### src/opp_pkg.sv
// Shared types, constants and tables of the omnidirectional point projection block.
package opp_pkg;

    localparam int MAX_TERMS_DEFAULT = 16;
    localparam int ROOT_STEPS        = 32;
    localparam int CORDIC_STEPS      = 31;
    localparam int DIV_STEPS         = 32;

    localparam int CFG_IDX_W = 3;
    localparam logic [CFG_IDX_W-1:0] CFG_CENTER_ROW = 3'd0;
    localparam logic [CFG_IDX_W-1:0] CFG_CENTER_COL = 3'd1;
    localparam logic [CFG_IDX_W-1:0] CFG_AFFINE_C   = 3'd2;
    localparam logic [CFG_IDX_W-1:0] CFG_AFFINE_D   = 3'd3;
    localparam logic [CFG_IDX_W-1:0] CFG_AFFINE_E   = 3'd4;
    localparam logic [CFG_IDX_W-1:0] CFG_POLY_TERMS = 3'd5;

    localparam logic OPC_PROJECT = 1'b0;
    localparam logic OPC_COEFF   = 1'b1;

    // Phases of the final multiply sequence.
    localparam logic [2:0] POST_U     = 3'd0;
    localparam logic [2:0] POST_V     = 3'd1;
    localparam logic [2:0] POST_ROW_C = 3'd2;
    localparam logic [2:0] POST_ROW_D = 3'd3;
    localparam logic [2:0] POST_COL   = 3'd4;

    localparam logic SEL_A = 1'b0;
    localparam logic SEL_B = 1'b1;

    typedef enum logic [4:0] {
        OP_NONE, OP_LOAD, OP_SQA, OP_SQB, OP_ADDN, OP_NORM, OP_SQRT,
        OP_CLOAD, OP_CPREP, OP_CORD, OP_TSTORE, OP_HZERO, OP_HINIT,
        OP_M1, OP_M2, OP_M3, OP_HACC, OP_DLOAD, OP_DIV, OP_DSTORE,
        OP_PST, OP_OUT, OP_AXIS
    } dp_op_t;

    typedef enum logic [2:0] {
        MS_RHO_THETA, MS_RHO_CA, MS_RHO_CB, MS_U_C, MS_V_D, MS_U_E
    } mul_sel_t;

    typedef struct packed {
        dp_op_t   op;
        mul_sel_t msel;
        logic [4:0] step;
    } dp_cmd_t;

    typedef struct packed {
        logic on_axis;
        logic c_zero;
        logic norm_done;
        logic prep_done;
    } dp_stat_t;

    // atan(2^-i) in Q2.30, rounded to nearest.
    function automatic logic [29:0] atan_q30(input logic [4:0] i);
        logic [29:0] v;
        case (i)
            5'd0:  v = 30'd843314857;
            5'd1:  v = 30'd497837829;
            5'd2:  v = 30'd263043837;
            5'd3:  v = 30'd133525159;
            5'd4:  v = 30'd67021687;
            5'd5:  v = 30'd33543516;
            5'd6:  v = 30'd16775851;
            5'd7:  v = 30'd8388437;
            5'd8:  v = 30'd4194283;
            5'd9:  v = 30'd2097149;
            5'd10: v = 30'd1048576;
            5'd11: v = 30'd524288;
            5'd12: v = 30'd262144;
            5'd13: v = 30'd131072;
            5'd14: v = 30'd65536;
            5'd15: v = 30'd32768;
            5'd16: v = 30'd16384;
            5'd17: v = 30'd8192;
            5'd18: v = 30'd4096;
            5'd19: v = 30'd2048;
            5'd20: v = 30'd1024;
            5'd21: v = 30'd512;
            5'd22: v = 30'd256;
            5'd23: v = 30'd128;
            5'd24: v = 30'd64;
            5'd25: v = 30'd32;
            5'd26: v = 30'd16;
            5'd27: v = 30'd8;
            5'd28: v = 30'd4;
            5'd29: v = 30'd2;
            5'd30: v = 30'd1;
            default: v = 30'd0;
        endcase
        return v;
    endfunction

endpackage

### src/opp_ctrl.sv
// Sequencing state machine of the omnidirectional point projection block.
module opp_ctrl #(
    parameter int MAX_TERMS = opp_pkg::MAX_TERMS_DEFAULT,
    localparam int TW = $clog2(MAX_TERMS + 1),
    localparam int AW = (MAX_TERMS > 1) ? $clog2(MAX_TERMS) : 1
) (
    input  logic              clk,
    input  logic              rst_n,
    input  logic              start,
    input  logic              opcode,
    input  logic [TW-1:0]     terms,
    input  opp_pkg::dp_stat_t stat,
    output opp_pkg::dp_cmd_t  cmd,
    output logic [AW-1:0]     coeff_addr,
    output logic              busy
);

    localparam int CW = (TW > 6) ? TW : 6;

    typedef enum logic [23:0] {
        S_IDLE   = 24'h000001,
        S_SQA    = 24'h000002,
        S_SQB    = 24'h000004,
        S_ADDN   = 24'h000008,
        S_NORM   = 24'h000010,
        S_SQRT   = 24'h000020,
        S_CLOAD  = 24'h000040,
        S_CPREP  = 24'h000080,
        S_CORD   = 24'h000100,
        S_TSTORE = 24'h000200,
        S_HSTART = 24'h000400,
        S_HINIT  = 24'h000800,
        S_HM1    = 24'h001000,
        S_HM2    = 24'h002000,
        S_HM3    = 24'h004000,
        S_HACC   = 24'h008000,
        S_DLOAD  = 24'h010000,
        S_DIV    = 24'h020000,
        S_DST    = 24'h040000,
        S_PM1    = 24'h080000,
        S_PM2    = 24'h100000,
        S_PM3    = 24'h200000,
        S_PST    = 24'h400000,
        S_OUT    = 24'h800000
    } state_t;

    state_t        state_reg, state_next;
    logic [CW-1:0] cnt_reg, cnt_next;
    logic [2:0]    ph_reg, ph_next;
    logic          sel_reg, sel_next;

    function automatic opp_pkg::mul_sel_t post_sel(input logic [2:0] ph);
        opp_pkg::mul_sel_t s;
        case (ph)
            opp_pkg::POST_U:     s = opp_pkg::MS_RHO_CA;
            opp_pkg::POST_V:     s = opp_pkg::MS_RHO_CB;
            opp_pkg::POST_ROW_C: s = opp_pkg::MS_U_C;
            opp_pkg::POST_ROW_D: s = opp_pkg::MS_V_D;
            default:             s = opp_pkg::MS_U_E;
        endcase
        return s;
    endfunction

    always_ff @(posedge clk or negedge rst_n)
    begin
        if (!rst_n)
        begin
            state_reg <= S_IDLE;
            cnt_reg   <= '0;
            ph_reg    <= opp_pkg::POST_U;
            sel_reg   <= opp_pkg::SEL_A;
        end
        else
        begin
            state_reg <= state_next;
            cnt_reg   <= cnt_next;
            ph_reg    <= ph_next;
            sel_reg   <= sel_next;
        end
    end

    always_comb
    begin
        state_next = state_reg;
        cnt_next   = cnt_reg;
        ph_next    = ph_reg;
        sel_next   = sel_reg;
        cmd.op     = opp_pkg::OP_NONE;
        cmd.msel   = opp_pkg::MS_RHO_THETA;
        cmd.step   = cnt_reg[4:0];
        case (state_reg)
            S_IDLE:
            begin
                if (start)
                begin
                    cmd.op = opp_pkg::OP_LOAD;
                    if (opcode == opp_pkg::OPC_PROJECT)
                    begin
                        state_next = S_SQA;
                    end
                end
            end
            S_SQA:
            begin
                if (stat.on_axis)
                begin
                    cmd.op     = opp_pkg::OP_AXIS;
                    state_next = S_IDLE;
                end
                else
                begin
                    cmd.op     = opp_pkg::OP_SQA;
                    state_next = S_SQB;
                end
            end
            S_SQB:
            begin
                cmd.op     = opp_pkg::OP_SQB;
                state_next = S_ADDN;
            end
            S_ADDN:
            begin
                cmd.op     = opp_pkg::OP_ADDN;
                state_next = S_NORM;
            end
            S_NORM:
            begin
                cmd.op = opp_pkg::OP_NORM;
                if (stat.norm_done)
                begin
                    cnt_next   = '0;
                    state_next = S_SQRT;
                end
            end
            S_SQRT:
            begin
                cmd.op   = opp_pkg::OP_SQRT;
                cnt_next = cnt_reg + CW'(1);
                if (cnt_reg == CW'(opp_pkg::ROOT_STEPS - 1))
                begin
                    state_next = S_CLOAD;
                end
            end
            S_CLOAD:
            begin
                cmd.op     = opp_pkg::OP_CLOAD;
                state_next = stat.c_zero ? S_TSTORE : S_CPREP;
            end
            S_CPREP:
            begin
                cmd.op = opp_pkg::OP_CPREP;
                if (stat.prep_done)
                begin
                    cnt_next   = '0;
                    state_next = S_CORD;
                end
            end
            S_CORD:
            begin
                cmd.op   = opp_pkg::OP_CORD;
                cnt_next = cnt_reg + CW'(1);
                if (cnt_reg == CW'(opp_pkg::CORDIC_STEPS - 1))
                begin
                    state_next = S_TSTORE;
                end
            end
            S_TSTORE:
            begin
                cmd.op     = opp_pkg::OP_TSTORE;
                cnt_next   = CW'(terms);
                state_next = S_HSTART;
            end
            S_HSTART:
            begin
                sel_next = opp_pkg::SEL_A;
                if (cnt_reg == '0)
                begin
                    cmd.op     = opp_pkg::OP_HZERO;
                    state_next = S_DLOAD;
                end
                else
                begin
                    state_next = S_HINIT;
                end
            end
            S_HINIT:
            begin
                cmd.op     = opp_pkg::OP_HINIT;
                cnt_next   = cnt_reg - CW'(1);
                state_next = (cnt_reg == CW'(1)) ? S_DLOAD : S_HM1;
            end
            S_HM1:
            begin
                cmd.op     = opp_pkg::OP_M1;
                cmd.msel   = opp_pkg::MS_RHO_THETA;
                state_next = S_HM2;
            end
            S_HM2:
            begin
                cmd.op     = opp_pkg::OP_M2;
                state_next = S_HM3;
            end
            S_HM3:
            begin
                cmd.op     = opp_pkg::OP_M3;
                state_next = S_HACC;
            end
            S_HACC:
            begin
                cmd.op     = opp_pkg::OP_HACC;
                cnt_next   = cnt_reg - CW'(1);
                state_next = (cnt_reg == CW'(1)) ? S_DLOAD : S_HM1;
            end
            S_DLOAD:
            begin
                cmd.op     = opp_pkg::OP_DLOAD;
                cmd.step   = {4'd0, sel_reg};
                cnt_next   = '0;
                state_next = S_DIV;
            end
            S_DIV:
            begin
                cmd.op   = opp_pkg::OP_DIV;
                cnt_next = cnt_reg + CW'(1);
                if (cnt_reg == CW'(opp_pkg::DIV_STEPS - 1))
                begin
                    state_next = S_DST;
                end
            end
            S_DST:
            begin
                cmd.op   = opp_pkg::OP_DSTORE;
                cmd.step = {4'd0, sel_reg};
                if (sel_reg == opp_pkg::SEL_A)
                begin
                    sel_next   = opp_pkg::SEL_B;
                    state_next = S_DLOAD;
                end
                else
                begin
                    ph_next    = opp_pkg::POST_U;
                    state_next = S_PM1;
                end
            end
            S_PM1:
            begin
                cmd.op     = opp_pkg::OP_M1;
                cmd.msel   = post_sel(ph_reg);
                state_next = S_PM2;
            end
            S_PM2:
            begin
                cmd.op     = opp_pkg::OP_M2;
                state_next = S_PM3;
            end
            S_PM3:
            begin
                cmd.op     = opp_pkg::OP_M3;
                state_next = S_PST;
            end
            S_PST:
            begin
                cmd.op   = opp_pkg::OP_PST;
                cmd.step = {2'd0, ph_reg};
                if (ph_reg == opp_pkg::POST_COL)
                begin
                    state_next = S_OUT;
                end
                else
                begin
                    ph_next    = ph_reg + 3'd1;
                    state_next = S_PM1;
                end
            end
            S_OUT:
            begin
                cmd.op     = opp_pkg::OP_OUT;
                state_next = S_IDLE;
            end
            default:
            begin
                state_next = S_IDLE;
            end
        endcase
    end

    assign coeff_addr = AW'(cnt_reg - CW'(1));
    assign busy       = (state_reg != S_IDLE);

endmodule

### config.mk
export PLATFORM = sky130hd
export DESIGN_NAME = opp_ctrl
export DESIGN_NICKNAME = d
export VERILOG_FILES = /design/src/opp_pkg.sv /design/src/opp_ctrl.sv
export SDC_FILE = /design/constraint.sdc
export NUM_CORES = 1
export LEC_CHECK = 0
export ABC_AREA = 1
export BUFFER_PORTS_ARGS = -buffer_cell sky130_fd_sc_hd__buf_2
export CORE_ASPECT_RATIO = 0.75
export CORE_MARGIN = 2
export CORE_UTILIZATION = 48
export DETAILED_ROUTE_END_ITERATION = 10
export PLACE_DENSITY = 0.75
export SYNTH_ARGS = -nofsm -noshare
export SYNTH_HDL_FRONTEND = slang
export SYNTH_SLANG_ARGS = --single-unit
### constraint.sdc
create_clock -name clk -period 1.75 [get_ports clk]
set_input_delay 0.0875 -clock clk [delete_from_list [all_inputs] [get_ports clk]]
set_output_delay 0.0875 -clock clk [all_outputs]
set_load 0.03 [all_outputs]
==> summary.md <==
| Metric | Value |
|---|---|
| Fill count | 324 |
| Worst-Skew Late Latency | approximately 0.31 ns |
| R2r setup slk | -0.42 ns |
| Worst hold path depth | 2 |
| Crit path required time | between 1.5 and 2 ns |
| Setup WS post-layout | -0.477 ns |
| Final cell count without fillers | 602 |
| Vias per cell | 5.77 |
| Worst-path maximum fanout | 4 |
| Vias in the first global route | 3404 |
| Top post-synthesis cells by area | dfrtp_1, nand2_1, nor2_1 |
| Port Buf Inserts | 30 |
| Synth top area share | 30.2% |
| Post-synth ARST share | 100% |
| Hold Slack | 0.0171 ns |
| Kind of critical path | reg2out |
| Share of layout cells above drive strength 1 | approximately half |
| HP Class | in2reg |
| Gate count of the mapped netlist | 384 |
| Final Setup Violations | 30 |
| Max Fclk | 449 MHz |
| Die ar. | 0.00633 mm² |
| Layout Nets | 548 |
| Max Root-Sink Buffers | 2 |
| Die X | 91.2 µm |
| Worst-margin pin slew | 0.821 ns |
| DRC | 0 |
| Data arrival, critical path | 2.14 ns |
| Die H | 69.4 µm |
| Largest register FFs | 24 |
| Worst hold start | stat[2] |
| Fin crit share | 127% |
| Total track usage | 31.9% |
| Syn_nets | 406 |
| Post-layout util | 83.0% |
| DRT antenna net count | 0 |
| Max cap viols | 0 |
| CTS tree | done |
| Max rail drop VDD | just under 0.6 mV |
| Final hold vios | 0 |
| Syn_area_per_cell | 7.13 µm² |
| Pleak | 2.31 nW |
| Site Rows | 23 |
| P&R area growth vs syn | 64.0% |
| Pwr per Cell Area | ~720 mW/mm² |
| Root buffer cell | clkbuf_8 |
| TritonCTS Buffers | 5 |
| Synth cell count leaders | nand2_1, nor2_1, inv_1 |
| Routed Wire Length | 11.3 mm |
| DR iter-0 viols | 387 |
| Sequential share of the synthesized area | 31.1% |
| Final Skew | 0.0182 ns |
| Outcome | finished, violations left |
| Fin crit period | 2.23 ns |
| Failing checks | negative setup slack |
| Hpwl dp | 6.01 mm |
| Crit Reg-Reg Startpoint | state_reg[13]$_DFFE_PN0P_ |
| Multi-input gate area | 0.00212 mm² |
| GP Congestion | 0.892 |
| R2R depth | 15 |
| TritonCTS Sinks | 34 |
| Post-placement cell count | 558 |
| Crit start category | register |
| Yosys cell types | 36 |
| CP Capture Type | primary output |
| CTS H-Tree Depth | 2 |
| Diode count | 0 |
| Largest net degree at the start of global routing | 35 |
| Initial antenna violation count | 0 |
| Cell with the most instances after synthesis | nand2_1 |
| First-pass detailed-route iteration total | 7 |
| Starting Density | between 50% and 60% |
| Detailed-route via count | 3471 |
| Main flop type after synthesis | dfrtp_1 |
| Yosys reg bits | 34 |
| First-pass GRT wire length | about 16 mm |
| Endpoint, Worst Hold | state_reg[7]$_DFFE_PN0P_ |
| Cell taking the most area after synthesis | dfrtp_1 |
| RSZ-0062 raised after global routing | yes |
| Worst-path clk slew | 0.07 ns |
| Gr ovfl total | 0 |
| WL/cell | 18.8 µm |
| Final Max Tran Viols | 0 |
| Reg2reg end | state_reg[0]$_DFFE_PN1P_ |
| Synth warn | 0 |
| Synth Cell Area | 0.00274 mm² |
| Worst slew margin | 45.3% |
| EDFF count, synth | 0 |
| Core box area | 0.00541 mm² |
| Num ports | 31 |
| Register Area | 852 µm² |
## cells in the final DEF, fill, tap and decap left out, types with 2 or more instances in the layout
| cell | instances |
|---|---|
| a21oi_1 | 8 |
| a21oi_2 | 6 |
| a22o_1 | 2 |
| a31oi_1 | 2 |
| buf_2 | 16 |
| buf_4 | 88 |
| buf_6 | 32 |
| clkbuf_1 | 2 |
| clkbuf_8 | 5 |
| dfrtp_1 | 33 |
| dlygate4sd3_1 | 2 |
| ha_1 | 9 |
| inv_1 | 43 |
| inv_2 | 5 |
| inv_4 | 4 |
| nand2_1 | 56 |
| nand2_2 | 15 |
| nand2_4 | 10 |
| nand3_1 | 28 |
| nand3_2 | 15 |
| nand3_4 | 11 |
| nand4_1 | 6 |
| nor2_1 | 43 |
| nor2_2 | 16 |
| nor2_4 | 22 |
| nor2_8 | 3 |
| nor3_1 | 4 |
| nor3_2 | 4 |
| o21ai_0 | 4 |
| o21ai_1 | 4 |
| o21ai_2 | 2 |
| o22ai_1 | 4 |
| xor2_1 | 6 |
## routing by layer
layer,vias to the layer above,GRT usage [%],part of all wire (%)
met2,236,54.7,47
met5,-,0,0
li1,1529,-,-
met1,1626,39.9,38
met4,0,13.8,5.9
met3,80,5.11,8.9
## where the power goes
part	internal (mW)	switching [mW]	leakage, nW
registers	0.842	0.0454	0.456
clock network	0.282	0.309	0.0385
logic	0.734	1.03	1.82
total	1.86	1.38	2.31
## stage by stage
stage	TNS (ns)	setup slack, ns	total power [mW]	area (µm²)
final	-7.26	-0.477	3.24	4490
after global routing	-9.24	-0.480	3.35	4490
after CTS	-3.46	-0.303	3.05	4230
after detailed placement	-1.34	-0.132	2.07	3510
after global placement	-0.664	-0.0847	2.05	3510
after floorplan	-0.00765	-0.00765	1.62	2750
## layout make-up
cell class	instances	share of cell area, %
Clock buffer	7	1.70
Clock inverter	1	0.167
Sequential cell	34	19.0
Inverter	52	4.57
Multi-Input combinational cell	294	47.1
Tap cell	75	2.09
Timing Repair Buffer	139	25.4
## kinds of logic after synthesis
kind of cell	count (synthesis)	synth area share [%]
buffers and inverters	59	9.18
AO/OA/AOI/OAI	34	7.08
flip-flops	34	31.1
AND/OR/NAND/NOR	241	46.3
XOR/XNOR	7	2.24
adder cells (fa/ha/maj)	9	4.11
## critical path, stage by stage (launching register included)
cell and delay, ns:
dfstp_2 0.56, nor2_4 0.05, nand2_4 0.10, buf_12 0.11, nor2_4 0.05, nand2_2 0.12
nor2_4 0.06, nor4_1 0.37, nand3_1 0.21, buf_6 0.19
## timing repair
item,in CTS,in global routing
setup endpoints to repair,28,35
gates cloned,2,1
resized for setup,100,54
hold buffers,2,0
endpoints found under the hold margin,34,0
setup buffers,29,12
pin swaps,21,22
## how the worst max path moves through the flow
stage,startpoint,to,slack [ns]
after floorplan,state_reg[5]$_DFFE_PN0P_,cmd[9],-0.008
after global placement,state_reg[20]$_DFFE_PN0P_,cnt_reg[3]$_DFFE_PN0P_,-0.08
after detailed placement,state_reg[20]$_DFFE_PN0P_,cnt_reg[2]$_DFFE_PN0P_,-0.13
after CTS,state_reg[11]$_DFFE_PN0P_,cmd[10],-0.30
after global routing,state_reg[13]$_DFFE_PN0P_,cmd[8],-0.48
final,state_reg[0]$_DFFE_PN1P_,cmd[9],-0.48
(Power assumes the default switching activity.)
